==> config.mk <==
export PLATFORM = sky130hd
export DESIGN_NAME = terminal_key_sequence_decoder_top_flat
export DESIGN_NICKNAME = d
export VERILOG_FILES = /design/src/tksd_pkg.sv /design/src/tksd_ifs.sv /design/src/tksd_decode.sv /design/src/terminal_key_sequence_decoder_top.sv /design/src/flat_wrapper.sv
export SDC_FILE = /design/constraint.sdc
export NUM_CORES = 1
export LEC_CHECK = 0
export BUFFER_PORTS_ARGS = -buffer_cell sky130_fd_sc_hd__buf_4
export CAP_MARGIN = 15
export CORE_ASPECT_RATIO = 1.2
export CORE_MARGIN = 3
export CORE_UTILIZATION = 50
export CTS_CLUSTER_DIAMETER = 80
export DETAILED_ROUTE_END_ITERATION = 10
export GPL_TIMING_DRIVEN = 1
export PLACE_DENSITY = 0.67
export SETUP_SLACK_MARGIN = 0.2
export SLEW_MARGIN = 20
export SYNTH_ARGS = -nofsm -noshare
export SYNTH_HDL_FRONTEND = slang
export SYNTH_SLANG_ARGS = --single-unit
==> constraint.sdc <==
create_clock -name clk -period 7.11 [get_ports clk]
set_input_delay 0.711 -clock clk [delete_from_list [all_inputs] [get_ports clk]]
set_output_delay 0.711 -clock clk [all_outputs]
set_load 0.01 [all_outputs]
==> src/tksd_pkg.sv <==
package tksd_pkg;

	// parse phases
	localparam logic [2:0] PH_IDLE  = 3'd0;
	localparam logic [2:0] PH_ESC   = 3'd1;
	localparam logic [2:0] PH_CSI   = 3'd2;
	localparam logic [2:0] PH_DIGIT = 3'd3;
	localparam logic [2:0] PH_SEMI  = 3'd4;
	localparam logic [2:0] PH_MOD   = 3'd5;
	localparam logic [2:0] PH_SS3   = 3'd6;

	// key kinds
	localparam logic [3:0] K_CHAR  = 4'd0;
	localparam logic [3:0] K_TAB   = 4'd1;
	localparam logic [3:0] K_HOME  = 4'd2;
	localparam logic [3:0] K_END   = 4'd3;
	localparam logic [3:0] K_DEL   = 4'd4;
	localparam logic [3:0] K_PGUP  = 4'd5;
	localparam logic [3:0] K_PGDN  = 4'd6;
	localparam logic [3:0] K_UP    = 4'd7;
	localparam logic [3:0] K_DOWN  = 4'd8;
	localparam logic [3:0] K_RIGHT = 4'd9;
	localparam logic [3:0] K_LEFT  = 4'd10;

	// byte constants
	localparam logic [7:0] CH_TAB   = 8'h09;
	localparam logic [7:0] CH_ESC   = 8'h1B;
	localparam logic [7:0] CH_US    = 8'h1F;
	localparam logic [7:0] CH_NUL   = 8'h00;
	localparam logic [7:0] CH_AT    = 8'h40;
	localparam logic [7:0] CH_SPACE = 8'h20;
	localparam logic [7:0] CH_SLASH = 8'h2F;
	localparam logic [7:0] CH_TILDE = 8'h7E;
	localparam logic [7:0] CH_LBRK  = 8'h5B;
	localparam logic [7:0] CH_O     = 8'h4F;
	localparam logic [7:0] CH_SEMI  = 8'h3B;
	localparam logic [7:0] CH_FIVE  = 8'h35;
	localparam logic [7:0] CH_ZERO  = 8'h30;
	localparam logic [7:0] CH_NINE  = 8'h39;
	localparam logic [7:0] CH_H     = 8'h48;
	localparam logic [7:0] CH_F     = 8'h46;

	localparam logic [4:0] ENTER_RESET = 5'd13;

	typedef struct packed {
		logic [3:0] key_kind;
		logic       ctrl_mod;
		logic       meta_mod;
		logic [7:0] char_value;
	} key_res_t;

	typedef struct packed {
		logic [2:0] phase;
		logic [7:0] held_digit;
		logic       mod_is_five;
	} parse_st_t;

	// plain byte mapping, control bytes other than the enter code get the control modifier
	function automatic key_res_t map_byte(input logic [7:0] c, input logic [4:0] enter);
		key_res_t r;
		r = '0;
		r.key_kind = K_CHAR;
		if (c <= CH_US && c[4:0] != enter) begin
			r.ctrl_mod = 1'b1;
			if (c == CH_US) begin
				r.char_value = CH_SLASH;
			end else if (c == CH_NUL) begin
				r.char_value = CH_SPACE;
			end else begin
				r.char_value = c + CH_AT;
			end
		end else begin
			r.char_value = c;
		end
		return r;
	endfunction

	function automatic logic [3:0] arrow_kind(input logic [7:0] c);
		case (c)
			8'h41:   return K_UP;
			8'h42:   return K_DOWN;
			8'h43:   return K_RIGHT;
			8'h44:   return K_LEFT;
			default: return K_CHAR;
		endcase
	endfunction

	function automatic logic [3:0] tilde_kind(input logic [7:0] d);
		case (d)
			8'h31, 8'h37: return K_HOME;
			8'h33:        return K_DEL;
			8'h34, 8'h38: return K_END;
			8'h35:        return K_PGUP;
			8'h36:        return K_PGDN;
			default:      return K_CHAR;
		endcase
	endfunction

endpackage

==> src/tksd_ifs.sv <==
interface tksd_in_if;
	logic       valid;
	logic       ready;
	logic       func;
	logic [7:0] byte_value;

	modport source (output valid, output func, output byte_value, input ready);
	modport sink   (input valid, input func, input byte_value, output ready);
endinterface

interface tksd_out_if;
	logic       valid;
	logic       ready;
	logic [3:0] key_kind;
	logic       ctrl_mod;
	logic       meta_mod;
	logic [7:0] char_value;

	modport source (output valid, output key_kind, output ctrl_mod, output meta_mod,
		output char_value, input ready);
	modport sink   (input valid, input key_kind, input ctrl_mod, input meta_mod,
		input char_value, output ready);
endinterface

interface tksd_cfg_if;
	logic       valid;
	logic       ready;
	logic [4:0] data;

	modport source (output valid, output data, input ready);
	modport sink   (input valid, input data, output ready);
endinterface

==> src/tksd_decode.sv <==
module tksd_decode (
	input  tksd_pkg::parse_st_t cur,
	input  logic                func,
	input  logic [7:0]          byte_value,
	input  logic [4:0]          enter_code,
	output tksd_pkg::parse_st_t nxt,
	output logic                emit,
	output tksd_pkg::key_res_t  res
);
	import tksd_pkg::*;

	logic       broken;
	logic [3:0] k;

	// one state transition per item
	always_comb begin
		nxt    = cur;
		emit   = 1'b0;
		broken = 1'b0;
		res    = '0;
		k      = arrow_kind(byte_value);
		if (cur.phase == PH_IDLE || cur.phase > PH_SS3) begin
			nxt.phase = PH_IDLE;
			if (!func) begin
				if (byte_value == CH_TAB) begin
					emit         = 1'b1;
					res.key_kind = K_TAB;
				end else if (byte_value == CH_ESC) begin
					nxt.phase = PH_ESC;
				end else begin
					emit = 1'b1;
					res  = map_byte(byte_value, enter_code);
				end
			end
		end else if (func) begin
			// timeout inside a sequence gives plain escape
			emit           = 1'b1;
			res.char_value = CH_ESC;
		end else begin
			case (cur.phase)
				PH_ESC: begin
					if (byte_value == CH_LBRK) begin
						nxt.phase = PH_CSI;
					end else if (byte_value == CH_O) begin
						nxt.phase = PH_SS3;
					end else if (byte_value inside {[CH_SPACE:CH_TILDE]}) begin
						emit           = 1'b1;
						res.meta_mod   = 1'b1;
						res.char_value = byte_value;
					end else begin
						broken = 1'b1;
					end
				end
				PH_CSI: begin
					if (byte_value inside {[CH_ZERO:CH_NINE]}) begin
						nxt.held_digit = byte_value;
						nxt.phase      = PH_DIGIT;
					end else if (k != K_CHAR) begin
						emit         = 1'b1;
						res.key_kind = k;
					end else begin
						broken = 1'b1;
					end
				end
				PH_DIGIT: begin
					if (byte_value == CH_TILDE && tilde_kind(cur.held_digit) != K_CHAR) begin
						emit         = 1'b1;
						res.key_kind = tilde_kind(cur.held_digit);
					end else if (byte_value == CH_SEMI) begin
						nxt.phase = PH_SEMI;
					end else begin
						broken = 1'b1;
					end
				end
				PH_SEMI: begin
					nxt.mod_is_five = (byte_value == CH_FIVE);
					nxt.phase       = PH_MOD;
				end
				PH_MOD: begin
					if (cur.mod_is_five && k != K_CHAR) begin
						emit         = 1'b1;
						res.key_kind = k;
						res.ctrl_mod = 1'b1;
					end else begin
						broken = 1'b1;
					end
				end
				default: begin
					// single shift three: home, end or plain escape
					emit = 1'b1;
					if (byte_value == CH_H) begin
						res.key_kind = K_HOME;
					end else if (byte_value == CH_F) begin
						res.key_kind = K_END;
					end else begin
						res.char_value = CH_ESC;
					end
				end
			endcase
			// broken sequence decodes the escape itself
			if (broken) begin
				emit = 1'b1;
				res  = map_byte(CH_ESC, enter_code);
			end
		end
		if (emit) begin
			nxt.phase = PH_IDLE;
		end
	end

endmodule

==> src/terminal_key_sequence_decoder_top.sv <==
// Terminal key sequence decoder.
// key_in carries one item per transfer: func low with a received byte in
// byte_value, or func high for a read timeout with no byte. key_out carries
// decoded key events (key_kind, ctrl_mod, meta_mod, char_value). An item
// gives zero or one event; bytes inside an escape sequence give none until
// the sequence completes, breaks or times out.
// cfg writes the enter_code register (5 bits, 13 after reset); write it only
// while no item is in flight.
// Timing: an item is registered in the input register on its input transfer,
// then decoded into the result register, whose event stays valid on key_out
// until it transfers. Throughput: one item per cycle while key_out does not
// stall, set by the single parse-state register that each item updates.
// Output stall: the result register holds its event while key_out.ready is
// low, the input register can still take one more item, then key_in.ready
// drops until the result is taken.
// Reset: arst_n clears the parse state to idle, empties both registers and
// loads enter_code with 13.
module terminal_key_sequence_decoder_top (
	input  logic      clk,
	input  logic      arst_n,
	tksd_in_if.sink   key_in,
	tksd_out_if.source key_out,
	tksd_cfg_if.sink  cfg
);
	import tksd_pkg::*;

	logic       valid_s1;
	logic       func_s1;
	logic [7:0] byte_s1;
	parse_st_t  st_q;
	parse_st_t  st_nxt;
	logic       emit;
	key_res_t   res;
	key_res_t   res_q;
	logic       res_valid_q;
	logic [4:0] enter_q;
	logic       advance;

	// stage two can take a new result when empty or draining
	assign advance      = !res_valid_q || key_out.ready;
	assign key_in.ready = !valid_s1 || advance;
	assign cfg.ready    = 1'b1;

	// config register
	always_ff @(posedge clk or negedge arst_n) begin
		if (!arst_n) begin
			enter_q <= ENTER_RESET;
		end else if (cfg.valid) begin
			enter_q <= cfg.data;
		end
	end

	// input register
	always_ff @(posedge clk or negedge arst_n) begin
		if (!arst_n) begin
			valid_s1 <= 1'b0;
		end else if (key_in.ready) begin
			valid_s1 <= key_in.valid;
		end
	end

	always_ff @(posedge clk) begin
		if (key_in.ready && key_in.valid) begin
			func_s1 <= key_in.func;
			byte_s1 <= key_in.byte_value;
		end
	end

	tksd_decode u_decode (
		.cur        (st_q),
		.func       (func_s1),
		.byte_value (byte_s1),
		.enter_code (enter_q),
		.nxt        (st_nxt),
		.emit       (emit),
		.res        (res)
	);

	// parse state and result register
	always_ff @(posedge clk or negedge arst_n) begin
		if (!arst_n) begin
			st_q        <= '{phase: PH_IDLE, held_digit: 8'd0, mod_is_five: 1'b0};
			res_valid_q <= 1'b0;
		end else if (advance) begin
			res_valid_q <= valid_s1 && emit;
			if (valid_s1) begin
				st_q <= st_nxt;
			end
		end
	end

	always_ff @(posedge clk) begin
		if (advance && valid_s1 && emit) begin
			res_q <= res;
		end
	end

	assign key_out.valid      = res_valid_q;
	assign key_out.key_kind   = res_q.key_kind;
	assign key_out.ctrl_mod   = res_q.ctrl_mod;
	assign key_out.meta_mod   = res_q.meta_mod;
	assign key_out.char_value = res_q.char_value;

	// parse state never takes an unused code
	a_phase_range: assert property (@(posedge clk) disable iff (!arst_n)
		st_q.phase <= PH_SS3)
		else $error("parse phase out of range");

	// leaving idle only by an escape byte
	a_idle_exit: assert property (@(posedge clk) disable iff (!arst_n)
		(advance && valid_s1 && st_q.phase == PH_IDLE)
		|=> (st_q.phase == PH_IDLE || st_q.phase == PH_ESC))
		else $error("idle left without escape");

	// named keys carry no character
	a_kind_char: assert property (@(posedge clk) disable iff (!arst_n)
		(key_out.valid && key_out.key_kind != K_CHAR) |-> (key_out.char_value == 8'd0))
		else $error("named key with character");

	// control on a named key only for arrows, never with meta
	a_mods: assert property (@(posedge clk) disable iff (!arst_n)
		key_out.valid |-> (!(key_out.ctrl_mod && key_out.meta_mod)
		&& (!key_out.ctrl_mod || key_out.key_kind == K_CHAR || key_out.key_kind >= K_UP)
		&& key_out.key_kind <= K_LEFT))
		else $error("bad modifier combination");

	// an event is emitted only in the cycle after a processed item
	a_emit_src: assert property (@(posedge clk) disable iff (!arst_n)
		$rose(res_valid_q) |-> $past(valid_s1))
		else $error("event without item");

endmodule

==> src/flat_wrapper.sv <==
// flat-port wrapper written by rule: the top's interface ports become plain ports
module terminal_key_sequence_decoder_top_flat import tksd_pkg::*;
  (clk, arst_n, key_in_valid, key_in_func, key_in_byte_value, key_in_ready, key_out_valid, key_out_key_kind, key_out_ctrl_mod, key_out_meta_mod, key_out_char_value, key_out_ready, cfg_valid, cfg_data, cfg_ready);
  tksd_in_if key_in_i ();
  tksd_out_if key_out_i ();
  tksd_cfg_if cfg_i ();
  input  logic clk;
  input  logic arst_n;
  input wire logic [$bits(key_in_i.valid)-1:0] key_in_valid;
  input wire logic [$bits(key_in_i.func)-1:0] key_in_func;
  input wire logic [$bits(key_in_i.byte_value)-1:0] key_in_byte_value;
  output wire logic [$bits(key_in_i.ready)-1:0] key_in_ready;
  output wire logic [$bits(key_out_i.valid)-1:0] key_out_valid;
  output wire logic [$bits(key_out_i.key_kind)-1:0] key_out_key_kind;
  output wire logic [$bits(key_out_i.ctrl_mod)-1:0] key_out_ctrl_mod;
  output wire logic [$bits(key_out_i.meta_mod)-1:0] key_out_meta_mod;
  output wire logic [$bits(key_out_i.char_value)-1:0] key_out_char_value;
  input wire logic [$bits(key_out_i.ready)-1:0] key_out_ready;
  input wire logic [$bits(cfg_i.valid)-1:0] cfg_valid;
  input wire logic [$bits(cfg_i.data)-1:0] cfg_data;
  output wire logic [$bits(cfg_i.ready)-1:0] cfg_ready;
  assign key_in_i.valid = key_in_valid;
  assign key_in_i.func = key_in_func;
  assign key_in_i.byte_value = key_in_byte_value;
  assign key_in_ready = key_in_i.ready;
  assign key_out_valid = key_out_i.valid;
  assign key_out_key_kind = key_out_i.key_kind;
  assign key_out_ctrl_mod = key_out_i.ctrl_mod;
  assign key_out_meta_mod = key_out_i.meta_mod;
  assign key_out_char_value = key_out_i.char_value;
  assign key_out_i.ready = key_out_ready;
  assign cfg_i.valid = cfg_valid;
  assign cfg_i.data = cfg_data;
  assign cfg_ready = cfg_i.ready;
  terminal_key_sequence_decoder_top u_core (.clk(clk), .arst_n(arst_n), .key_in(key_in_i), .key_out(key_out_i), .cfg(cfg_i));
endmodule
# Word-level counts from Yosys, hierarchy flattened

Index checks and enable logic that the tools add are counted.
Widths: inputs -> output; s select.

Add/sub/neg operators: 1
Order comparisons: 6
Equal/unequal tests: 33
Muxes and demuxes: 73
Bitwise gates (word level): 2
Reduce and logical (&&, ||, !) cells: 26

Operator list:

| cell                | count |
|---|---|
| $eq 8x6->1 const B  | 9 |
| $eq 8x7->1 const B  | 9 |
| $mux 14             | 3 |
| $mux 8              | 5 |
| $pmux 4 s4          | 2 |
| $mux 1              | 31 |
| $mux 4              | 7 |
| $mux 9              | 3 |
| $mux 3              | 7 |
| $mux 10             | 2 |
| $eq 8x5->1 const B  | 2 |
| $ge 8x6->1 const B  | 2 |
| $pmux 8 s2          | 1 |
| $mux 5              | 3 |
| $pmux 3 s5          | 1 |
| $mux 12             | 1 |
| $ne 4x3->1 const B  | 3 |
| $pmux 3 s4          | 1 |
| $mux 11             | 1 |
| $logic_and 1x1->1   | 9 |
| $add 8x7->8 const B | 1 |
| $eq 8x4->1 const B  | 1 |
| $le 8x5->1 const B  | 1 |
| $le 8x6->1 const B  | 1 |
| other kinds (26)    | 35 |

Register bits after elaboration: 42
Input bits: 19
Output and inout port bits: 17
Logic and storage cells: 153

# Depth between registers and ports, before layout

Gate-level depths: netlist of run 1.

Depth after elaboration: 17
Depth in mapped cells: 8

# Cells and area by module

From an unflattened synthesis of run 1, not the netlist that was laid out.

Cell total of the unflattened synthesis: 252
Area total of the unflattened synthesis: 2705.1 um^2

Modules (own cells, without submodules):

| module                            | times used | cells an instance | area each (um^2) | sequential area each (um^2) |
|---|---|---|---|---|
| terminal_key_sequence_decoder_top | 1          | 71                | 1491.4           | 1169.9 |
| tksd_decode                       | 1          | 181               | 1213.7           | 0.0 |

# Least setup slack after synthesis of run 1

No wires, ideal clock.

Path kind: reg2reg
Start: reg u_core.byte_s1[7]
End: reg u_core.res_q, in the netlist u_core.key_out.char_value[0] (enable)
Library setup time: 0.386 ns
Data arrival time: 2.445 ns
Required time: 6.724 ns
Slack: 4.279 ns
Stages on the path, launching flop included: 8
Clock period less this slack: 2.831 ns
Cell sequence: edfxtp_1 -> inv_1 -> ha_1 -> or4b_1 -> a21oi_2 -> a221oi_1 -> a21oi_1 -> nor2b_1

Cells in the longest elaborated chain, start to end: 12

Ends and longest elaborated chain:

| what                                                   | line                                                    | source |
|---|---|---|
| from (decl)                                            | terminal_key_sequence_decoder_top.sv:29                 | `logic [7:0] byte_s1;` |
| from (signal assigned)                                 | terminal_key_sequence_decoder_top.sv:65                 | `byte_s1 <= key_in.byte_value;` |
| $ge 8x6->1 (tied with other cells)                     | tksd_decode.sv:46                                       | `end else if (byte_value inside {[CH_SPACE:CH_TILDE]}) begin` |
| $logic_and 1x1->1 / $pmux 4 s4 (equally long branches) | tksd_decode.sv:46, tksd_pkg.sv:79                       |  |
| $mux 1 / $reduce_bool 4->1 (equally long branches)     | tksd_decode.sv:46, tksd_decode.sv:58, tksd_decode.sv:80 |  |
| $mux 1 (tied with other cells)                         | tksd_decode.sv:44                                       | `end else if (byte_value == CH_O) begin` |
| $mux 1 (on tied branches)                              | tksd_decode.sv:42, tksd_decode.sv:55, tksd_decode.sv:80 |  |
| $pmux 1 s4                                             | tksd_decode.sv:40                                       | `case (cur.phase)` |
| $mux 1                                                 | tksd_decode.sv:35                                       | `end else if (func) begin` |
| $mux 1                                                 | tksd_decode.sv:22                                       | `if (cur.phase == PH_IDLE \|\| cur.phase > PH_SS3) begin` |
| $mux 1                                                 | tksd_decode.sv:101                                      | `if (broken) begin` |
| $mux 1                                                 | tksd_decode.sv:35                                       |  |
| $mux 1 (*)                                             | tksd_decode.sv:22                                       |  |
| $logic_and 1x1->1 (*)                                  | terminal_key_sequence_decoder_top.sv:93                 | `if (advance && valid_s1 && emit) begin` |
| to (signal assigned)                                   | terminal_key_sequence_decoder_top.sv:94                 | `res_q <= res;` |
| to (decl)                                              | terminal_key_sequence_decoder_top.sv:34                 | `key_res_t res_q;` |

Mark *: on every way between the ends. The rest lies on a longest branch, timed or not. The select of a mux whose other input is x is not followed.
A chain may end at the register's enable or synchronous reset.

# Final worst setup path of run 1

Start: reg u_core.st_q[10] in the netlist's numbering
End: reg u_core.res_q, in the netlist u_core.key_out.key_kind[0] (enable)

Cells in the longest elaborated chain, start to end: 8

Ends and longest elaborated chain:

| what                               | line                                    | source |
|---|---|---|
| from (decl)                        | terminal_key_sequence_decoder_top.sv:30 | `parse_st_t st_q;` |
| from (signal assigned)             | terminal_key_sequence_decoder_top.sv:82 | `st_q <= '{phase: PH_IDLE, held_digit: 8'd0, mod_is_five: 1'b0};` |
| from (signal assigned)             | terminal_key_sequence_decoder_top.sv:87 | `st_q <= st_nxt;` |
| $eq 3x3->1 (tied with other cells) | tksd_decode.sv:40                       |  |
| $pmux 1 s4                         | tksd_decode.sv:40                       |  |
| $mux 1                             | tksd_decode.sv:35                       |  |
| $mux 1                             | tksd_decode.sv:22                       |  |
| $mux 1                             | tksd_decode.sv:101                      |  |
| $mux 1                             | tksd_decode.sv:35                       |  |
| $mux 1 (*)                         | tksd_decode.sv:22                       |  |
| $logic_and 1x1->1 (*)              | terminal_key_sequence_decoder_top.sv:93 |  |

Marks and branches as above.

==> results.md, run 1 <==
* Ant. Diodes at 0
* Post-synth top flop: edfxtp_1
* Setup_tns at 0 ns
* EDFF count, synth at 23
* Cell variety after synth at 69
* Ranking of synthesized cells by area: edfxtp_1, dfrtp_1, mux2_2
* Global-route met1 utilization at between 30% and 40%
* RSZ-0062 raised after global routing: false
* GPL Wtd Cong at 0.933
* Status: finished, final reports clean
* Clk buf depth at 2
* Critical Path Fanout Max at 14
* Max-Cap Viols at 0
* Hold Path Class: in2async
* Port-buffer cells at 34
* Sequential share of the synthesized area at 42.5%
* Starting density of the core at 53.9%
* Die Span Y at 87.3 um
* Area growth syn-to-layout at 13.0%
* Final nets at 333
* Post-Syn Nets at between 300 and 400
* R2R Setup Slk at 3.98 ns
* Setup Skew at 0.0133 ns
* Maximum vdd drop at ~140 uV
* Fin crit share at between 40 and 50%
* Fmax achieved at 319 MHz
* Worst setup SP type: flip-flop
* TritonRoute pass-1 iters at 6
* Via density at 6.25
* Vias in the first global route at roughly 2000
* Row Count at 28
* CTS sink count at 42
* Drt wl/cell at 18.0 um
* Cts repair resizes at 0
* Final hold violations at 0
* Fin area at 3110 um2
* H-tree Lvls at 2
* DP Wirelength at approximately 5000 um
* Synth warn at 0
* Core Footprint at 5110 um2
* Placed cell area at between 2000 and 3000 um2
* GR Layer Usage met2 at between 30% and 40%
* Mean area per synthesized cell at 9.70 um2
* Top Usage Layer GRT: met2
* GR Util All Layers at 22.1%
* Synth top cells by count: nand2_1, edfxtp_1, dfrtp_1, o21ai_0
* Setup Viol. Count Final at 0
* Post-Place Worst Slack at around 3.8 ns
* Worst skew pair latency at roughly 0.30 ns
* Drt first-iter violations at between 300 and 400
* Yosys top cell area share at 25.1%
* Power Internal at 406 uW
* Routed vias at roughly 2300
* Cells after Synth at 284
* Relative slew margins at 46.1%
* Post-route antenna net violation count at 0
* Routed wire length at around 6700 um
* Synth Cell Area at 2760 um2
* Tmin final at approximately 3.1 ns
* Reg power frac at 54.0%
* Critical Path RT at 7.05 ns
* Leading area contributor after synthesis: edfxtp_1
* Initial antenna violation count at 0
* DIE WIDTH at 73.8 um
* Gr ovfl total at 0
* Yosys reg bits at 42
* Clock group share of total power at 33.7%
* Pwr dens at 173 nW/um2
* CTS clk-pin slew, worst paths at 0.08 ns
* Number of remaining DRC errors at 0
* Worst setup EP type: flip-flop
* Comb power frac at 12.4%
* Slew Viols, Final at 0
* Post-CTS Setup Bufs at 0
* TritonCTS Buffers at 5
* Critical Path AT at 3.08 ns
* CTS root buf: clkbuf_8
* Largest net degree at the start of global routing at 21
* Worst Reg2Reg Path Length in Cells at 6
* Most common cell in the synthesized netlist: nand2_1
* # fillers at 443
* Final WS setup at 3.98 ns
* Asr flop ratio synth at between 40% and 50%
* CTS tree: done
* IO Pins at 36
* First-pass GRT wire length at 10600 um
* Static Leakage at between 0.001 and 0.0015 uW
* Tightest Pin Transition at 0.808 ns
* Cts-stage hold buffer count at 0
* Met3 Use GR at 4.39%
* Setup CP Type: reg2reg
* Die area at ~6400 um2
* Switching Fraction at 24.5%
* Share of layout cells above drive strength 1 at 22.9%
* Switching power total at 132 uW
sequential cells by signal, summed over array words and instances, names as in the netlist:
name,cells
u_core.byte_s1,8
u_core.enter_q,5
u_core.func_s1,1
u_core.key_out.char_value,8
u_core.key_out.ctrl_mod,1
u_core.key_out.key_kind,4
u_core.key_out.meta_mod,1
u_core.key_out.valid,1
u_core.st_q,12
u_core.valid_s1,1
through the flow:
| stage | hold WS, ns | cells | power (uW) | utilization [%] |
|---|---|---|---|---|
| after floorplan | 0.415 | 284 | 333 | - |
| after global placement | 0.457 | 362 | 361 | 58.6 |
| after detailed placement | 0.465 | 362 | 361 | 58.6 |
| after CTS | 0.279 | 370 | 541 | 60.8 |
| after global routing | 0.286 | 370 | 560 | 60.9 |
| final | 0.276 | 370 | 537 | 60.9 |
layout make-up:
class	instances	area, um2	area share (%)
Multi-Input combinational cell	211	1450	46.4
Timing Repair Buffer	34	255	8.20
Clock buffer	8	111	3.58
Sequential cell	42	1170	37.6
Tap cell	60	75.1	2.41
Inverter	15	56.3	1.81
worst max-delay path, cell delays in order, from the launching register on:
cell and delay (ns):
dfrtp_1 0.52, ha_1 0.32, o21bai_1 0.20, a22oi_1 0.68, a21oi_1 0.15, a21oi_1 0.28, nor2b_2 0.62
routing by layer:
metal  up-vias  wire length, um
li1       1110                -
met1      1091             2930
met2       105             3160
met3         7              480
met4         0               80
met5         -                0
power by group through the flow:
stage	Clock, uW	Sequential, uW	Combinational [uW]
3_3_place_gp	0	295	66.1
4_1_cts	185	290	66.4
2_1_floorplan	0	286	46.7
6_report	181	290	66.4
3_5_place_dp	0	295	66.2
5_1_grt	195	292	73.5
cells by family (layout without fill, tap and decap cells):
kind of cell / Yosys count / after routing / share of synthesized area, %
flops: 42 / 42 / 42.5
mux: 11 / 11 / 4.45
buf+inv: 31 / 57 / 5.18
simple gates: 105 / 105 / 21.7
xor+xnor: 11 / 11 / 3.50
compound gates: 78 / 78 / 20.3
other cells: 1 / 1 / 0.136
fa+ha+maj: 5 / 5 / 2.27
path summary, 6_finish.rpt:
kind	start	end
setup / recovery	u_core.st_q[10]	u_core.key_out.key_kind[0]
hold / removal	arst_n	u_core.st_q[4]
setup reg to reg	u_core.st_q[10]	u_core.key_out.key_kind[0]
hold reg to reg	u_core.st_q[5]	u_core.st_q[5]
max in group asynchronous	arst_n	u_core.enter_q[2]
min in group clk	u_core.st_q[5]	u_core.st_q[5]
cells in the final DEF (no fill, tap or decap), types with 4 or more instances in the layout:
master,count
buf_4,34
nand2_1,25
edfxtp_1,23
o21ai_0,16
dfrtp_1,16
inv_1,14
nor2_1,14
a21oi_1,14
nor2b_1,9
mux2_2,9
xnor2_1,8
nand3_1,8
nand2b_1,7
nor3_1,7
clkbuf_8,6
a31oi_1,5
o22ai_1,5
ha_1,5
o21bai_1,4
and3_1,4
nand4_1,4
Power figures use the tool's default switching activity.
==> run 2: changes to the inputs <==
PLACE_DENSITY = 0.69   (was 0.67)
clock period = 2.6 ns   (was 7.11 ns; I/O delays follow)
==> run 2 against run 1 <==
  * Sequential share of layout area shrank 5.6 points
  * Sequential power rose to 2.7 times the previous value
  * Clock power grew to 2.6 times the previous value
  * Die area stayed put
  * Hold slack lost 0.14 ns
  * Maximum frequency is 32% higher
  * Register-to-register slack lost 3.7 ns
  * Via count grew 8.4%
  * Largest cell class unchanged
  * Critical path type unchanged
  * Combinational power grew to 4.1 times the previous value
==> results.md, run 2 (same netlist as run 1, synthesis figures left out) <==
* Crit path from: u_core.byte_s1[7]
* Fin crit share at 91.1%
* Biggest register: u_core.st_q
* Max-Cap Viols at 0
* Final nets at 381
* Worst min-delay path startpoint: key_in_byte_value[3]
* TritonCTS Buffers at 5
* Port-buffer cells at 34
* CTS tree: done
* Starting density of the core at 53.9%
* Number of remaining DRC errors at 0
* Area growth syn-to-layout at 33.1%
* Routed vias at approximately 2500
* Post-route antenna net violation count at 0
* Setup CP Type: reg2reg
* Slew Viols, Final at 0
* Tmin final at ~2.4 ns
* Via density at 6.00
* Worst setup SP type: flip-flop
* Fmax achieved at 422 MHz
* CTS clk-pin slew, worst paths at 0.08 ns
* Maximum vdd drop at 409 uV
* Commonest non-fill, non-tap cell in the layout: buf_4
* Drt wl/cell at about 18 um
* GR Util All Layers at between 20% and 30%
* RR Startpoint: u_core.byte_s1[7]
* DIE WIDTH at 73.8 um
* CTS root buf: clkbuf_8
* Tightest Pin Transition at 0.574 ns
* Largest net degree at the start of global routing at 20
* Pwr dens at 416 nW/um2
* Gr ovfl total at 0
* Drt first-iter violations at 200
* Setup Viol. Count Final at 0
* Critical Path RT at 2.71 ns
* Core Footprint at 5110 um2
* Status: finished, final reports clean
* GPL Wtd Cong at 0.938
* Placed cell area at 3240 um2
* Share of layout cells above drive strength 1 at 39.4%
* First-pass GRT wire length at 11600 um
* Critical Path AT at 2.48 ns
* Ant. Diodes at 0
* CTS sink count at 42
* Fin area at 3670 um2
* Setup Skew at 0.00666 ns
* Hold Path Class: in2reg
* Die area at about 6400 um2
* Most frequent cells in the layout: buf_4, nand2_1, edfxtp_1
* Setup_tns at 0 ns
* DP Wirelength at 5620 um
* Worst skew pair latency at about 0.30 ns
* Max reg flops at 12
* RSZ-0062 raised after global routing: true
* IO Pins at 36
* Row Count at 28
* H-tree Lvls at 2
* Static Leakage at 0.00149 uW
* Routed wire length at 7350 um
* Total power at 1530 uW
* Clk buf depth at 2
* Final hold violations at 0
* Worst setup EP type: flip-flop
* Initial antenna violation count at 0
* Die Span Y at ~87 um
* Critical Path Fanout Max at 4
* Vias in the first global route at 2453
* TritonRoute pass-1 iters at 5
* Relative slew margins at 61.3%
-- run 2: layer usage --
layer | up-vias | share of wire [%] | GRT usage (%)
li1 | 1203 | - | -
met1 | 1183 | 41 | 27.8
met2 | 99 | 50 | 40.9
met3 | 23 | 5.3 | 4.50
met4 | 0 | 4.2 | 11.9
met5 | - | 0 | 0
-- run 2: repair_timing --
item                                   in CTS  in global routing
endpoints found under the hold margin      16                  0
hold buffers                                1                  0
pin swaps                                   3                 12
resized for setup                           7                 28
buffers inserted                            7                  9
setup endpoints to repair                  19                 32
-- run 2: worst paths after layout --
| check | endpoint | slack [ns] | cells past startpoint |
|---|---|---|---|
| max | u_core.key_out.key_kind[3] | 0.23 | 8 |
| min | u_core.byte_s1[3] | 0.14 | 1 |
| max reg2reg | u_core.key_out.key_kind[3] | 0.23 | 8 |
| min reg2reg | u_core.st_q[6] | 0.48 | 1 |
| max in group asynchronous | u_core.enter_q[3] | 1.96 | 2 |
| min in group asynchronous | u_core.st_q[4] | 0.38 | 2 |
-- run 2: area by class of cell --
cell class,count,area (um2)
multi-input cells,211,1620
fillers,366,1450
flip-flops and latches,42,1170
repair buffers,82,638
clock buffers,7,97.6
well taps,60,75.1
inverters,15,56.3
clock inverters,1,7.51
-- run 2: worst max-delay path, stage by stage (launching register included) --
cell and delay (ns):
edfxtp_1 0.41, inv_2 0.10, ha_4 0.13, or4b_4 0.51, a211oi_4 0.20, o22a_2 0.20, o211ai_4 0.08, or3_4 0.36
a2111oi_4 0.19
-- run 2: per-stage QoR --
step / utilization, % / setup WS [ns] / hold slack [ns] / std cells
floorplan: - / 0.227 / -0.0356 / 284
global placement: 63.4 / 0.170 / 0.144 / 393
detailed placement: 63.4 / 0.0687 / 0.145 / 393
CTS: 67.7 / 0.170 / 0.129 / 409
global route: 71.7 / 0.138 / 0.122 / 418
finish: 71.7 / 0.231 / 0.140 / 418
-- run 2: where the power goes --
group	switching, uW	total (uW)	internal [uW]
clock network	227	475	248
logic	136	275	139
registers	28.7	775	746
total	392	1530	1130
==> run 3: changes to the inputs <==
PLACE_DENSITY = 0.67   (was 0.69)
clock period = 2.8 ns   (was 2.6 ns; I/O delays follow)
==> run 3 against run 2 <==
  * First-iteration DRC count grew 57%
  * Die area stayed put
  * Count of clock-buffer cells in the layout is the same
  * Global-route usage fell by 0.52 points
  * Routed wire length down 6.2%
  * Clock skew fell by 0.0012 ns
  * Final cell count is 5.0% lower
  * Final area is 7.4% lower
  * Combinational power is 21% lower
  * Via count fell by 3.4%
  * Maximum frequency down 8.4%
  * Total power decreased by 9.7%
  * Critical endpoint unchanged
  * Largest power group unchanged
  * Highest routed layer unchanged
==> results.md, run 3 (same netlist as run 1, synthesis figures left out) <==
* Status: finished, final reports clean
* IO Pins at 36
* Setup_tns at 0 ns
* Core Footprint at 5110 um2
* Multi-input gate area at 1520 um2
* Power Internal at 1030 uW
* Tmin final at 2.59 ns
* DIE WIDTH at 73.8 um
* GPL Wtd Cong at between 0.9 and 1
* Number of remaining DRC errors at 0
* Reg power frac at about 52%
* Critical Path AT at 2.70 ns
* Critical Path RT at 2.91 ns
* First-pass GRT wire length at 11500 um
* Via density at 6.10
* Final WS setup at ~0.21 ns
* Worst Reg2Reg Path Length in Cells at 8
* CTS tree: done
* Ant. Diodes at 0
* Non-Filler Instances at between 300 and 400
* Setup Skew at 0.00549 ns
* Placed cell area at ~3200 um2
* Gr ovfl total at 0
* Die area at 6440 um2
* Worst skew pair latency at 0.30 ns
* Setup Viol. Count Final at 0
* Comb power frac at 15.8%
* RSZ-0062 raised after global routing: false
* Worst setup SP type: flip-flop
* Post-Place Worst Slack at roughly 0.15 ns
* Row Count at 28
* Relative slew margins at 57.9%
* TritonCTS Buffers at 5
* Drt wl/cell at 17.4 um
* Switching power total at around 350 uW
* Most frequent cells in the layout: buf_4, nand2_1, edfxtp_1
* Total power at about 1400 uW
* Maximum vdd drop at around 280 uV
* # fillers at 407
* Clock group share of total power at 31.8%
* Fmax achieved at 387 MHz
* Critical Path Fanout Max at 5
* DP Wirelength at 5210 um
* Register area at 1170 um2
* Worst setup EP type: flip-flop
* Commonest non-fill, non-tap cell in the layout: buf_4
* Starting density of the core at 53.9%
* Pwr dens at a little over 400 nW/um2
* CTS sink count at between 40 and 50
* Max reg flops at 12
* Area growth syn-to-layout at 23.2%
* Max-Cap Viols at 0
* Biggest register: u_core.st_q
* H-tree Lvls at 2
* Vias in the first global route at around 2400
* Share of layout cells above drive strength 1 at 31.8%
* Placed cells at 383
* Largest net degree at the start of global routing at 20
* Hold path depth at 1
* Initial antenna violation count at 0
* TritonRoute pass-1 iters at 4
* GR Util All Layers at between 20% and 30%
* Slew Viols, Final at 0
* Switching Fraction at 25.3%
* Hold Path Class: in2reg
* Post-route antenna net violation count at 0
* Final hold violations at 0
* Fin area at approximately 3400 um2
* Setup CP Type: reg2reg
* CTS clk-pin slew, worst paths at 0.08 ns
* Final nets at 360
* Port-buffer cells at 34
* Static Leakage at 0.00138 uW
* Clk buf depth at 2
* Tightest Pin Transition at roughly 0.63 ns
* Die Span Y at around 87 um
* CTS root buf: clkbuf_8
* Routed vias at between 2000 and 2500
* Drt first-iter violations at 314
* Routed wire length at 6900 um
* Fin crit share at 92.3%
-- run 3: final cells by class --
| type | count | area share (%) |
|---|---|---|
| multi-input cells | 211 | 44.7 |
| clock inverters | 1 | 0.184 |
| repair buffers | 61 | 13.9 |
| clock buffers | 7 | 2.88 |
| inverters | 15 | 1.66 |
| flip-flops and latches | 42 | 34.5 |
| well taps | 60 | 2.21 |
-- run 3: path summary, 6_finish.rpt --
| kind | from | slack, ns | to |
|---|---|---|---|
| max reg2reg | u_core.byte_s1[7] | 0.21 | u_core.key_out.key_kind[3] |
| min reg2reg | u_core.st_q[6] | 0.48 | u_core.st_q[6] |
| min in group asynchronous | arst_n | 0.40 | u_core.enter_q[1] |
| max in group asynchronous | arst_n | 2.13 | u_core.enter_q[2] |
| min | key_in_byte_value[6] | 0.15 | u_core.byte_s1[6] |
| max | u_core.byte_s1[7] | 0.21 | u_core.key_out.key_kind[3] |
-- run 3: stage by stage --
step	hold slack, ns	util, %
after CTS	0.145	64.3
after global routing	0.139	66.4
after detailed placement	0.178	62.0
after global placement	0.180	62.0
final	0.152	66.4
after floorplan	-0.0156	-
-- run 3: metal layers --
metal,track usage (%),wire [um],vias to the layer above
li1,-,-,1168
met1,29.3,2850,1129
met2,38.2,3360,105
met3,4.85,494,20
met4,9.72,192,0
met5,0,0,-
-- run 3: timing repair --
action,4_1_cts,5_1_grt
pin swaps,1,1
hold buffers,1,0
endpoints found under the hold margin,16,0
endpoints found under the setup margin,14,23
buffers inserted,0,5
resized for setup,1,13
-- run 3: worst max-delay path: stages, from the launching register on --
cell       delay [ns]
edfxtp_1         0.48
inv_2            0.11
ha_2             0.20
or4b_4           0.51
a211oi_2         0.22
o22a_2           0.21
o211ai_4         0.10
or3_4            0.37
a2111oi_4        0.20
-- run 3: power by group through the flow --
stage | sequential (uW) | combinational, uW | clock [uW]
floorplan | 727 | 119 | 0
global placement | 735 | 200 | 0
detailed placement | 735 | 201 | 0
CTS | 722 | 203 | 450
global route | 726 | 237 | 485
finish | 722 | 218 | 437
